## config.mk

```make
export PLATFORM = sky130hd
export DESIGN_NAME = capture_request_ack_tracker
export DESIGN_NICKNAME = d
export VERILOG_FILES = /design/src/hw/rtl/crat_pkg.sv /design/src/hw/rtl/capture_request_ack_tracker.sv
export SDC_FILE = /design/constraint.sdc
export NUM_CORES = 1
export LEC_CHECK = 0
export ABC_AREA = 0
export BUFFER_PORTS_ARGS = -buffer_cell sky130_fd_sc_hd__buf_2
export CAP_MARGIN = 20
export CORE_MARGIN = 1.5
export CORE_UTILIZATION = 58
export CTS_CLUSTER_DIAMETER = 80
export CTS_CLUSTER_SIZE = 16
export DETAILED_ROUTE_END_ITERATION = 8
export GPL_TIMING_DRIVEN = 0
export PLACE_DENSITY = 0.8
export SETUP_SLACK_MARGIN = 0.4
export SYNTH_ARGS = -nofsm -noshare
export SYNTH_HDL_FRONTEND = slang
export SYNTH_SLANG_ARGS = --single-unit
export TNS_END_PERCENT = 30
```

## constraint.sdc

```tcl
create_clock -name aclk -period 4.95 [get_ports aclk]
set_input_delay 0.7425 -clock aclk [delete_from_list [all_inputs] [get_ports aclk]]
set_output_delay 0.7425 -clock aclk [all_outputs]
set_load 0.005 [all_outputs]
```

## src/hw/rtl/crat_pkg.sv

```systemverilog
// Shared types and constants for the capture request acknowledgment tracker.
package crat_pkg;

    typedef enum logic [1:0] {
        MODE_IDLE     = 2'd0,
        MODE_WAIT     = 2'd1,
        MODE_AUTO     = 2'd2,
        MODE_AUTO_ACK = 2'd3
    } mode_t;

    typedef enum logic [2:0] {
        OP_TICK       = 3'd0,
        OP_MANUAL_REQ = 3'd1,
        OP_ACK_OK     = 3'd2,
        OP_ACK_ERR    = 3'd3,
        OP_AUTO_START = 3'd4,
        OP_AUTO_STOP  = 3'd5
    } op_t;

    typedef enum logic [2:0] {
        REASON_OK       = 3'd0,
        REASON_REMOTE   = 3'd1,
        REASON_TIMEOUT  = 3'd2,
        REASON_MISMATCH = 3'd3,
        REASON_TX_FAIL  = 3'd4
    } reason_t;

    localparam int unsigned CFG_BITS = 16;
    localparam int unsigned CFG_INDEX_BITS = 2;

    localparam logic [CFG_INDEX_BITS-1:0] CFG_ACK_TIMEOUT  = 2'd0;
    localparam logic [CFG_INDEX_BITS-1:0] CFG_MIN_INTERVAL = 2'd1;

    localparam logic [CFG_BITS-1:0] ACK_TIMEOUT_RESET  = 16'd2000;
    localparam logic [CFG_BITS-1:0] MIN_INTERVAL_RESET = 16'd50;

endpackage

```

## src/hw/rtl/capture_request_ack_tracker.sv

```systemverilog
// Capture request tracker: request ids, ack matching, timeout and auto trigger.
//
//  channel  | valid / ready          | payload
//  ---------+------------------------+---------------------------------------------
//  s_       | s_valid / s_ready      | s_opcode, s_ack_id, s_interval, s_tx_ok
//  m_       | m_valid / m_ready      | m_accepted .. m_last_done_ok
//  cfg_     | cfg_valid / cfg_ready  | cfg_index, cfg_data
//
// Every request yields one result, registered when it is accepted and presented in the next cycle.
// One request per cycle while s_ready is high: the state update is a single pass of compares and counters.
// s_ready is low only while a result is held and m_ready is low.
// cfg_ready is always high; reset loads the default timeout and minimum interval.
// Reset (aresetn low, synchronous) returns to idle with the next request id at 1.
module capture_request_ack_tracker
    import crat_pkg::*;
#(
    parameter int unsigned ID_BITS       = 32,
    parameter int unsigned INTERVAL_BITS = 24
) (
    input  logic                      aclk,
    input  logic                      aresetn,

    input  logic                      cfg_valid,
    output logic                      cfg_ready,
    input  logic [CFG_INDEX_BITS-1:0] cfg_index,
    input  logic [CFG_BITS-1:0]       cfg_data,

    input  logic                      s_valid,
    output logic                      s_ready,
    input  logic [2:0]                s_opcode,
    input  logic [ID_BITS-1:0]        s_ack_id,
    input  logic [INTERVAL_BITS-1:0]  s_interval,
    input  logic                      s_tx_ok,

    output logic                      m_valid,
    input  logic                      m_ready,
    output logic                      m_accepted,
    output logic                      m_send_cmd,
    output logic [ID_BITS-1:0]        m_send_id,
    output logic                      m_notice_valid,
    output logic                      m_notice_ok,
    output logic [ID_BITS-1:0]        m_notice_id,
    output logic [2:0]                m_notice_reason,
    output logic [1:0]                m_mode_state,
    output logic                      m_auto_on,
    output logic [ID_BITS-1:0]        m_last_done_id,
    output logic                      m_last_done_ok
);

    localparam int unsigned CMP_BITS = (INTERVAL_BITS > CFG_BITS) ? INTERVAL_BITS : CFG_BITS;
    localparam logic [INTERVAL_BITS-1:0] IV_MAX = {INTERVAL_BITS{1'b1}};

    // configuration
    logic [CFG_BITS-1:0]      ack_timeout_reg;
    logic [CFG_BITS-1:0]      min_interval_reg;

    // tracker state
    mode_t                    mode_reg, mode_next;
    logic [ID_BITS-1:0]       next_id_reg, next_id_next;
    logic [ID_BITS-1:0]       pending_id_reg, pending_id_next;
    logic [CFG_BITS-1:0]      wait_elapsed_reg, wait_elapsed_next;
    logic [INTERVAL_BITS-1:0] auto_elapsed_reg, auto_elapsed_next;
    logic [INTERVAL_BITS-1:0] auto_period_reg, auto_period_next;
    logic                     auto_enabled_reg, auto_enabled_next;
    logic [ID_BITS-1:0]       done_id_reg, done_id_next;
    logic                     done_ok_reg, done_ok_next;

    // result register
    logic                     m_valid_reg;
    logic                     accepted_reg, accepted_next;
    logic                     send_reg, send_next;
    logic [ID_BITS-1:0]       send_id_reg, send_id_next;
    logic                     notice_valid_reg, notice_valid_next;
    logic                     notice_ok_reg, notice_ok_next;
    logic [ID_BITS-1:0]       notice_id_reg, notice_id_next;
    reason_t                  notice_reason_reg, notice_reason_next;

    logic                     s_fire;
    logic                     waiting;
    logic [INTERVAL_BITS-1:0] auto_elapsed_inc;
    logic [CMP_BITS-1:0]      interval_ext;
    logic [CMP_BITS-1:0]      min_interval_ext;
    logic [CMP_BITS-1:0]      interval_clamped;
    logic                     do_complete;
    logic [ID_BITS-1:0]       cpl_id;
    logic                     cpl_ok;
    reason_t                  cpl_reason;
    logic                     do_start;
    logic                     start_auto;

    assign cfg_ready = 1'b1;
    assign s_ready   = !m_valid_reg || m_ready;
    assign s_fire    = s_valid && s_ready;
    assign waiting   = (mode_reg == MODE_WAIT) || (mode_reg == MODE_AUTO_ACK);

    assign auto_elapsed_inc = (auto_elapsed_reg == IV_MAX) ? auto_elapsed_reg
                                                            : auto_elapsed_reg + 1'b1;
    assign interval_ext     = CMP_BITS'(s_interval);
    assign min_interval_ext = CMP_BITS'(min_interval_reg);
    assign interval_clamped = (interval_ext < min_interval_ext) ? min_interval_ext
                                                                : interval_ext;

    always_ff @(posedge aclk) begin
        if (!aresetn) begin
            ack_timeout_reg  <= ACK_TIMEOUT_RESET;
            min_interval_reg <= MIN_INTERVAL_RESET;
        end else if (cfg_valid) begin
            unique case (cfg_index)
                CFG_ACK_TIMEOUT:  ack_timeout_reg  <= cfg_data;
                CFG_MIN_INTERVAL: min_interval_reg <= cfg_data;
                default: ;
            endcase
        end
    end

    always_ff @(posedge aclk) begin
        if (!aresetn) begin
            mode_reg         <= MODE_IDLE;
            next_id_reg      <= ID_BITS'(1);
            pending_id_reg   <= '0;
            wait_elapsed_reg <= '0;
            auto_elapsed_reg <= '0;
            auto_period_reg  <= '0;
            auto_enabled_reg <= 1'b0;
            done_id_reg      <= '0;
            done_ok_reg      <= 1'b0;
            m_valid_reg      <= 1'b0;
        end else begin
            if (s_fire) begin
                mode_reg         <= mode_next;
                next_id_reg      <= next_id_next;
                pending_id_reg   <= pending_id_next;
                wait_elapsed_reg <= wait_elapsed_next;
                auto_elapsed_reg <= auto_elapsed_next;
                auto_period_reg  <= auto_period_next;
                auto_enabled_reg <= auto_enabled_next;
                done_id_reg      <= done_id_next;
                done_ok_reg      <= done_ok_next;
                m_valid_reg      <= 1'b1;
            end else if (m_ready) begin
                m_valid_reg      <= 1'b0;
            end
        end
    end

    // result payload needs no reset
    always_ff @(posedge aclk) begin
        if (s_fire) begin
            accepted_reg      <= accepted_next;
            send_reg          <= send_next;
            send_id_reg       <= send_id_next;
            notice_valid_reg  <= notice_valid_next;
            notice_ok_reg     <= notice_ok_next;
            notice_id_reg     <= notice_id_next;
            notice_reason_reg <= notice_reason_next;
        end
    end

    // decode: which completion or send this request causes
    always_comb begin
        do_complete = 1'b0;
        cpl_id      = s_ack_id;
        cpl_ok      = 1'b0;
        cpl_reason  = REASON_OK;
        do_start    = 1'b0;
        start_auto  = 1'b0;
        unique case (s_opcode)
            OP_TICK: begin
                if (waiting && (wait_elapsed_reg >= ack_timeout_reg)) begin
                    do_complete = 1'b1;
                    cpl_id      = pending_id_reg;
                    cpl_reason  = REASON_TIMEOUT;
                end else if (mode_reg == MODE_AUTO && auto_enabled_reg
                             && (auto_elapsed_inc >= auto_period_reg)) begin
                    do_start   = s_tx_ok;
                    start_auto = 1'b1;
                end
            end
            OP_MANUAL_REQ: begin
                do_start = !waiting && s_tx_ok;
            end
            OP_ACK_OK: begin
                do_complete = 1'b1;
                cpl_ok      = 1'b1;
            end
            OP_ACK_ERR: begin
                do_complete = 1'b1;
                cpl_reason  = REASON_REMOTE;
            end
            default: ;
        endcase
    end

    // next state and result
    always_comb begin
        mode_next          = mode_reg;
        next_id_next       = next_id_reg;
        pending_id_next    = pending_id_reg;
        wait_elapsed_next  = wait_elapsed_reg;
        auto_elapsed_next  = auto_elapsed_reg;
        auto_period_next   = auto_period_reg;
        auto_enabled_next  = auto_enabled_reg;
        done_id_next       = done_id_reg;
        done_ok_next       = done_ok_reg;
        accepted_next      = 1'b1;
        send_next          = 1'b0;
        send_id_next       = '0;
        notice_valid_next  = 1'b0;
        notice_ok_next     = 1'b0;
        notice_id_next     = '0;
        notice_reason_next = REASON_OK;

        if (do_complete) begin
            notice_valid_next = 1'b1;
            notice_id_next    = cpl_id;
            if (waiting && (cpl_id != pending_id_reg)) begin
                notice_reason_next = REASON_MISMATCH;
            end else begin
                notice_ok_next     = cpl_ok;
                notice_reason_next = cpl_reason;
                done_id_next       = cpl_id;
                done_ok_next       = cpl_ok;
                pending_id_next    = '0;
                wait_elapsed_next  = '0;
                if (auto_enabled_reg) begin
                    mode_next         = MODE_AUTO;
                    auto_elapsed_next = '0;
                end else begin
                    mode_next = MODE_IDLE;
                end
            end
        end else if (do_start) begin
            send_next         = 1'b1;
            send_id_next      = next_id_reg;
            pending_id_next   = next_id_reg;
            next_id_next      = next_id_reg + 1'b1;
            wait_elapsed_next = '0;
            mode_next         = (start_auto || auto_enabled_reg) ? MODE_AUTO_ACK : MODE_WAIT;
            if (start_auto) begin
                auto_elapsed_next = '0;
            end
        end else begin
            unique case (s_opcode)
                OP_TICK: begin
                    if (waiting) begin
                        wait_elapsed_next = wait_elapsed_reg + 1'b1;
                    end else if (mode_reg == MODE_AUTO && auto_enabled_reg) begin
                        if (start_auto) begin
                            // auto trigger with the link busy: drop it as failed
                            auto_elapsed_next  = '0;
                            done_id_next       = next_id_reg;
                            done_ok_next       = 1'b0;
                            notice_valid_next  = 1'b1;
                            notice_id_next     = next_id_reg;
                            notice_reason_next = REASON_TX_FAIL;
                        end else begin
                            auto_elapsed_next = auto_elapsed_inc;
                        end
                    end
                end
                OP_MANUAL_REQ: begin
                    accepted_next = 1'b0;
                end
                OP_AUTO_START: begin
                    if (waiting) begin
                        accepted_next = 1'b0;
                    end else begin
                        auto_enabled_next = 1'b1;
                        auto_period_next  = interval_clamped[INTERVAL_BITS-1:0];
                        // load the period so the next tick triggers
                        auto_elapsed_next = interval_clamped[INTERVAL_BITS-1:0];
                        mode_next         = MODE_AUTO;
                    end
                end
                OP_AUTO_STOP: begin
                    auto_enabled_next = 1'b0;
                    auto_period_next  = '0;
                    if (mode_reg == MODE_AUTO) begin
                        mode_next = MODE_IDLE;
                    end else if (mode_reg == MODE_AUTO_ACK) begin
                        mode_next = MODE_WAIT;
                    end
                end
                default: ;
            endcase
        end
    end

    assign m_valid         = m_valid_reg;
    assign m_accepted      = accepted_reg;
    assign m_send_cmd      = send_reg;
    assign m_send_id       = send_id_reg;
    assign m_notice_valid  = notice_valid_reg;
    assign m_notice_ok     = notice_ok_reg;
    assign m_notice_id     = notice_id_reg;
    assign m_notice_reason = notice_reason_reg;
    assign m_mode_state    = mode_reg;
    assign m_auto_on       = auto_enabled_reg;
    assign m_last_done_id  = done_id_reg;
    assign m_last_done_ok  = done_ok_reg;

    // auto modes and the enable move together
    assert property (@(posedge aclk) disable iff (!aresetn)
        mode_reg[1] == auto_enabled_reg)
        else $error("auto mode and auto enable disagree");

    assert property (@(posedge aclk) disable iff (!aresetn)
        s_fire |=> m_valid_reg)
        else $error("accepted request produced no result");

    assert property (@(posedge aclk) disable iff (!aresetn)
        m_valid_reg && send_reg |-> accepted_reg && !notice_valid_reg)
        else $error("command sent together with a refusal or notice");

    assert property (@(posedge aclk) disable iff (!aresetn)
        s_fire && do_start |=> (pending_id_reg == send_id_reg)
                               && (next_id_reg == send_id_reg + 1'b1))
        else $error("request id bookkeeping broken after send");

endmodule
```

=== After elaboration in Yosys (flattened, before gate mapping) ===
Cells that the tools add are included.
W data, S select, Z words.

* $add $sub $neg: 3
* $lt $le $gt $ge: 3
* Equal/unequal tests: 21
* Muxes and demuxes: 82
* Bitwise operators: 2
* Reduce and logical (&&, ||, !) cells: 36

{| class="wikitable"
|+ Operators with widths
! cell !! number
|-
| $mux W32 || 18
|-
| $mux W24 || 11
|-
| $pmux W24 S2 || 2
|-
| $mux W16 || 5
|-
| $add A32 B1 Y32 const B || 1
|-
| $ne A32 B32 Y1 || 1
|-
| $add A24 B1 Y24 const B || 1
|-
| $eq A24 B24 Y1 const B || 1
|-
| $ge A24 B24 Y1 || 1
|-
| $lt A24 B16 Y1 || 1
|-
| $mux W1 || 24
|-
| $mux W3 || 7
|-
| $mux W2 || 9
|-
| $add A16 B1 Y16 const B || 1
|-
| $ge A16 B16 Y1 || 1
|-
| $ne A4 B4 Y1 const B || 3
|-
| $reduce_bool A2 Y1 || 6
|-
| $reduce_and A5 Y1 || 2
|-
| $ne A2 B2 Y1 const B || 4
|-
| $pmux W1 S2 || 4
|-
| $pmux W2 S2 || 2
|-
| $reduce_and A8 Y1 || 1
|-
| $reduce_bool A4 Y1 || 2
|-
| $reduce_or A2 Y1 || 4
|-
| 19 further kinds || 35
|}

* Bits in registers: 268
* Input bits: 83
* Output and inout port bits: 110
* Logic and storage cells: 166

=== Depth between registers and ports, before layout ===
* Depth in word-level cells: 13
* Depth in mapped cells: 21
* Depth with buffers taken out: 16

=== Worst setup path before layout ===
Ideal clock, no wire load.

* Kind: register -> register
* Start: register auto_elapsed_reg[2]
* End: register wait_elapsed_reg[1]
* Setup time: 0.128 ns
* Arrival: 4.168 ns
* Required time: 4.822 ns
* Setup slack: 0.654 ns
* Cell stages (with the launch flop): 21
* Path buffers: 4
* Clock period less this slack: 4.296 ns
* Cell sequence: dfxtp_1 > clkbuf_1 > nand3_1 > nor2_1 > nand4_1 > and4_1 > clkbuf_1 > and4_1 > xor2_1 > ha_1 > a21oi_1 > o21ai_0 > a221oi_1 > a21boi_0 > o21a_1 > buf_2 > inv_2 > buf_4 > o21ai_0 > mux2i_1 > nor2_1

* Cells in the longest elaborated chain, start to end: 9
* Elaborated cells on any way between the ends: 13
* Those cells by class: add/sub (1); order compare (1); eq/ne (1); mux (6); reduce/logical (4)

{| class="wikitable"
|+ RTL lines
! item !! line !! source
|-
| start: declaration || capture_request_ack_tracker.sv:62 || <nowiki>logic [INTERVAL_BITS-1:0] auto_elapsed_reg, auto_elapsed_next;</nowiki>
|-
| start signal: assignment || capture_request_ack_tracker.sv:134 || <nowiki>auto_elapsed_reg <= auto_elapsed_next;</nowiki>
|-
| $add A24 B1 Y24 / $eq A24 B24 Y1 (equally long branches) || capture_request_ack_tracker.sv:97, capture_request_ack_tracker.sv:96 ||
|-
| $mux W24 * || capture_request_ack_tracker.sv:96 || <nowiki>assign auto_elapsed_inc = (auto_elapsed_reg == IV_MAX) ? auto_elapsed_reg</nowiki>
|-
| $ge A24 B24 Y1 * || capture_request_ack_tracker.sv:174 || <nowiki>&& (auto_elapsed_inc >= auto_period_reg)) begin</nowiki>
|-
| $logic_and A1 B1 Y1 * || capture_request_ack_tracker.sv:174 ||
|-
| $mux W1 * || capture_request_ack_tracker.sv:173 || <nowiki>end else if (mode_reg == MODE_AUTO && auto_enabled_reg</nowiki>
|-
| $mux W1 * || capture_request_ack_tracker.sv:169 || <nowiki>if (waiting && (wait_elapsed_reg >= ack_timeout_reg)) begin</nowiki>
|-
| $pmux W1 S2 * || capture_request_ack_tracker.sv:167 || <nowiki>unique case (s_opcode)</nowiki>
|-
| $reduce_bool A3 Y1 (no source line) / $mux W16 (equally long branches) || - ||
|-
| $reduce_and A4 Y1 (no source line) / $mux W16 (equally long branches) || - ||
|-
| end signal: assignment || capture_request_ack_tracker.sv:133 || <nowiki>wait_elapsed_reg <= wait_elapsed_next;</nowiki>
|-
| end: declaration || capture_request_ack_tracker.sv:61 || <nowiki>logic [CFG_BITS-1:0] wait_elapsed_reg, wait_elapsed_next;</nowiki>
|}

Mark *: on every way between the ends. The rest lies on a longest branch, timed or not.
A chain may end at the register's enable or synchronous reset.

=== Worst setup path after layout ===
* Start: register auto_elapsed_reg[8]
* End: register done_id_reg[8] (netlist: m_last_done_id[8])

* Cells in the longest elaborated chain, start to end: 9
* Elaborated cells on any way between the ends: 14
* Those cells by class: add/sub (1); order compare (1); eq/ne (2); mux (7); reduce/logical (3)

{| class="wikitable"
|+ RTL lines
! item !! line !! source
|-
| $add A24 B1 Y24 / $eq A24 B24 Y1 (equally long branches) || capture_request_ack_tracker.sv:97, capture_request_ack_tracker.sv:96 ||
|-
| $mux W24 * || capture_request_ack_tracker.sv:96 ||
|-
| $ge A24 B24 Y1 * || capture_request_ack_tracker.sv:174 ||
|-
| $logic_and A1 B1 Y1 * || capture_request_ack_tracker.sv:174 ||
|-
| $mux W1 || capture_request_ack_tracker.sv:173 ||
|-
| $mux W1 || capture_request_ack_tracker.sv:169 ||
|-
| $pmux W1 S2 / $mux W1 (equally long branches) || capture_request_ack_tracker.sv:167 ||
|-
| $ne A2 B2 Y1 (no source line) / $reduce_bool A2 Y1 (equally long branches) || - ||
|-
| $reduce_and A7 Y1 (no source line) * || - ||
|-
| end signal: assignment || capture_request_ack_tracker.sv:137 || <nowiki>done_id_reg <= done_id_next;</nowiki>
|-
| end: declaration || capture_request_ack_tracker.sv:65 || <nowiki>logic [ID_BITS-1:0] done_id_reg, done_id_next;</nowiki>
|}

Marked as above.

==> key figures <==
Yosys
  – Syn Area/Cell: 8.754 µm²
  – Synth area leaders: dfxtp_1, edfxtp_1, a21oi_1, nand2_1, ha_1
  – Synth cell count leaders: nand2_1, dfxtp_1, a21oi_1
  – Post-synthesis register bit count: 268
  – Mapped Area: 13,880 µm²
  – Area share of the largest cell type after synthesis: 28.42%
  – Syn nets: 1,726
  – Ys async rst share: 0%
  – Top-count cell post-synth: nand2_1
  – Post-synth EDFFs: 71
  – Commonest register cell after synthesis: dfxtp_1
  – Sequential area share after synthesis: 43.79%
  – Synth cell types: 73
  – Area leader, netlist: dfxtp_1
  – Synth Instances: 1,585
  – Yosys warns: 0

CTS
  – Clock root cell: clkbuf_16
  – Sink Count: 268
  – Depth of the CTS H-tree: 1
  – Max clock buf depth: 3
  – CTS tree: done
  – Clock latency on the worst-skew pair: 520 ps
  – Inserted Clock Buffers: 20
  – Clk slew on worst S/H paths: 80 ps
  – Hold_buf cts: 0

Pwr
  – Power density over cell area: 275.1 nW/µm²
  – Pleak: 6.542 nW
  – Worst vdd ir: 0.0002447 V

Setup path
  – CP arrival: 4770 ps
  – Largest fanout on the critical path: 10
  – Worst setup SP type: flip-flop
  – R2R setup slack: 580 ps
  – CP Capture Type: flip-flop
  – Critical Path RT: 5350 ps
  – CP Class: reg2reg

Run status
  – Status: completed

Place
  – # port buffers: 191
  – DP HPWL: 31,230 µm
  – Placer congestion estimate: 0.9436

Global routing
  – First-pass GRT wire length: 64,600 µm
  – Number of global-route vias before repair: 12,180
  – GRT Util Overall: 33.34%
  – Initial antenna violation count: 1
  – Largest net degree at the start of global routing: 76
  – Gr ovfl total: 0

Floorplan
  – Die height: 157.7 µm
  – Die Wd: 157.7 µm
  – Ports: 193
  – Core area: 23,470 µm²
  – Num rows: 56
  – Starting density of the core: 59.12%
  – Die area: 24,860 µm²

Timing
  – Slew Limit Fails: 0
  – FMAX: 0.2290 GHz
  – RSZ-0062 raised after global routing: yes
  – Final setup fails: 0
  – Final period utilization: 88.22%
  – Relative slew slack: 30.34%
  – Post-route minimum period: 4367 ps
  – Worst-margin pin slew: 1043 ps
  – Final hold slack: 457.4 ps
  – Final Hold Fails: 0
  – Worst Skew: 16.02 ps

Drt
  – DR DRC count: 0
  – DR pass1 iterations: 5
  – Routed length on met2: 18,800 µm
  – DR iter-0 viols: 1,430
  – Mean routed wirelength per cell: 19.83 µm
  – Antenna violation net count after detailed routing: 0
  – Routed met3 length: 4538 µm
  – Drt total wl: 42,290 µm
  – Routed via count: 13,160
  – Vias per cell: 6.169
  – Routed metal-1 wire length: 17,720 µm
  – DR top layer: met4

Min path
  – Hold Crit Class: reg2reg

Layout
  – Share of layout cells above drive strength 1: 17.10%
  – Footprint of the multi-input gates: 7172 µm²
  – Nets: 1,943
  – Register area: 6078 µm²
  – Layout fillers: 1,897
  – Area Overhead vs Synth: 14.93%
  – Final Core Density: 67.94%

Flow run
  – Max-Cap Viols: 0
## what timing repair did
item | CTS | global route
pin swaps | 2 | 4
setup endpoints to repair | 207 | 188
cloned | 0 | 0
buffers inserted | 2 | 1
gates resized for setup | 21 | 25
## critical path, cell delays in order (launching register included)
cell,delay [ps]
dfxtp_1,310
buf_2,170
nand4_1,150
nor2_2,190
nand4_1,170
and4_1,260
clkbuf_2,190
and4_1,260
xor2_2,170
ha_1,300
a21oi_1,140
o21ai_0,120
a221oi_2,340
nand2b_1,240
a221oi_4,90
o21ai_1,310
buf_4,280
clkbuf_2,300
nand3_1,150
o41ai_1,120
## stage by stage
stage / power, mW / setup TNS [ps] / std cells / worst slack [ps] / cell area (µm²)
after floorplan: 2.654 / 0 / 1585 / 654.0 / 13880
after global routing: 4.505 / 0 / 2132 / 369.3 / 15950
after detailed placement: 2.853 / -99990 / 2096 / -873.4 / 15240
final: 4.387 / 0 / 2133 / 582.9 / 15950
after CTS: 4.363 / 0 / 2131 / 419.3 / 15870
after global placement: 2.841 / -108290 / 2095 / -880.1 / 15230
## kinds of logic (layout without fill, tap and decap cells)
family | after synthesis | after routing | synth area share [%]
AND/OR/NAND/NOR | 592 | 592 | 20.32
flip-flops | 268 | 268 | 43.79
adder cells (fa/ha/maj) | 58 | 58 | 5.230
buffers and inverters | 179 | 407 | 5.131
multiplexers | 23 | 23 | 1.695
AO/OA/AOI/OAI | 391 | 391 | 19.21
XOR/XNOR | 73 | 73 | 4.608
other | 1 | 2 | 0.02703
## power by group
part	switching [mW]	internal, mW	total (mW)
registers	0.0311	2.31	2.34
clock network	0.771	0.785	1.56
logic	0.318	0.174	0.491
total	1.12	3.27	4.39
## path summary, 6_finish.rpt
kind	start	end	cells past startpoint
min reg2reg	auto_period_reg[23]	auto_period_reg[23]	2
max	auto_elapsed_reg[8]	m_last_done_id[8]	19
max reg2reg	auto_elapsed_reg[8]	m_last_done_id[8]	19
min	auto_period_reg[23]	auto_period_reg[23]	2
## cell usage in the layout, fill, tap and decap left out, types with 14 or more instances in the layout
| master | synthesis | routed |
|---|---|---|
| o41ai_2 | 18 | 18 |
| buf_2 | 12 | 204 |
| clkbuf_1 | 75 | 73 |
| nand3_1 | 85 | 83 |
| clkbuf_2 | 2 | 14 |
| dfxtp_1 | 197 | 195 |
| inv_1 | 69 | 68 |
| clkbuf_16 | 0 | 21 |
| nand2_1 | 201 | 201 |
| and2_1 | 32 | 32 |
| edfxtp_1 | 71 | 71 |
| nor2_1 | 137 | 134 |
| nand4_1 | 40 | 40 |
| o21a_1 | 21 | 21 |
| xor2_1 | 16 | 15 |
| a2bb2oi_1 | 17 | 17 |
| mux2i_1 | 19 | 19 |
| a21oi_1 | 173 | 171 |
| nor3_1 | 15 | 14 |
| o41ai_1 | 15 | 15 |
| a22o_1 | 33 | 33 |
| o21ai_0 | 50 | 49 |
| ha_1 | 58 | 58 |
| xnor2_1 | 57 | 57 |
## area by class of cell
type | count | area share (%)
Inverter | 71 | 1.687
Clock inverter | 1 | 0.03138
Multi-Input combinational cell | 1138 | 44.97
Sequential cell | 268 | 38.11
Timing Repair Buffer | 195 | 6.167
Tap cell | 319 | 2.503
Antenna cell | 1 | 0.01569
Buffer | 108 | 2.958
Clock buffer | 32 | 3.554
## routing by layer
| metal | GRT usage (%) | vias up |
|---|---|---|
| met5 | 0 | - |
| met1 | 46.93 | 6209 |
| li1 | - | 6076 |
| met4 | 10.87 | 0 |
| met2 | 51.88 | 770 |
| met3 | 5.886 | 103 |
(Power assumes the default switching activity.)
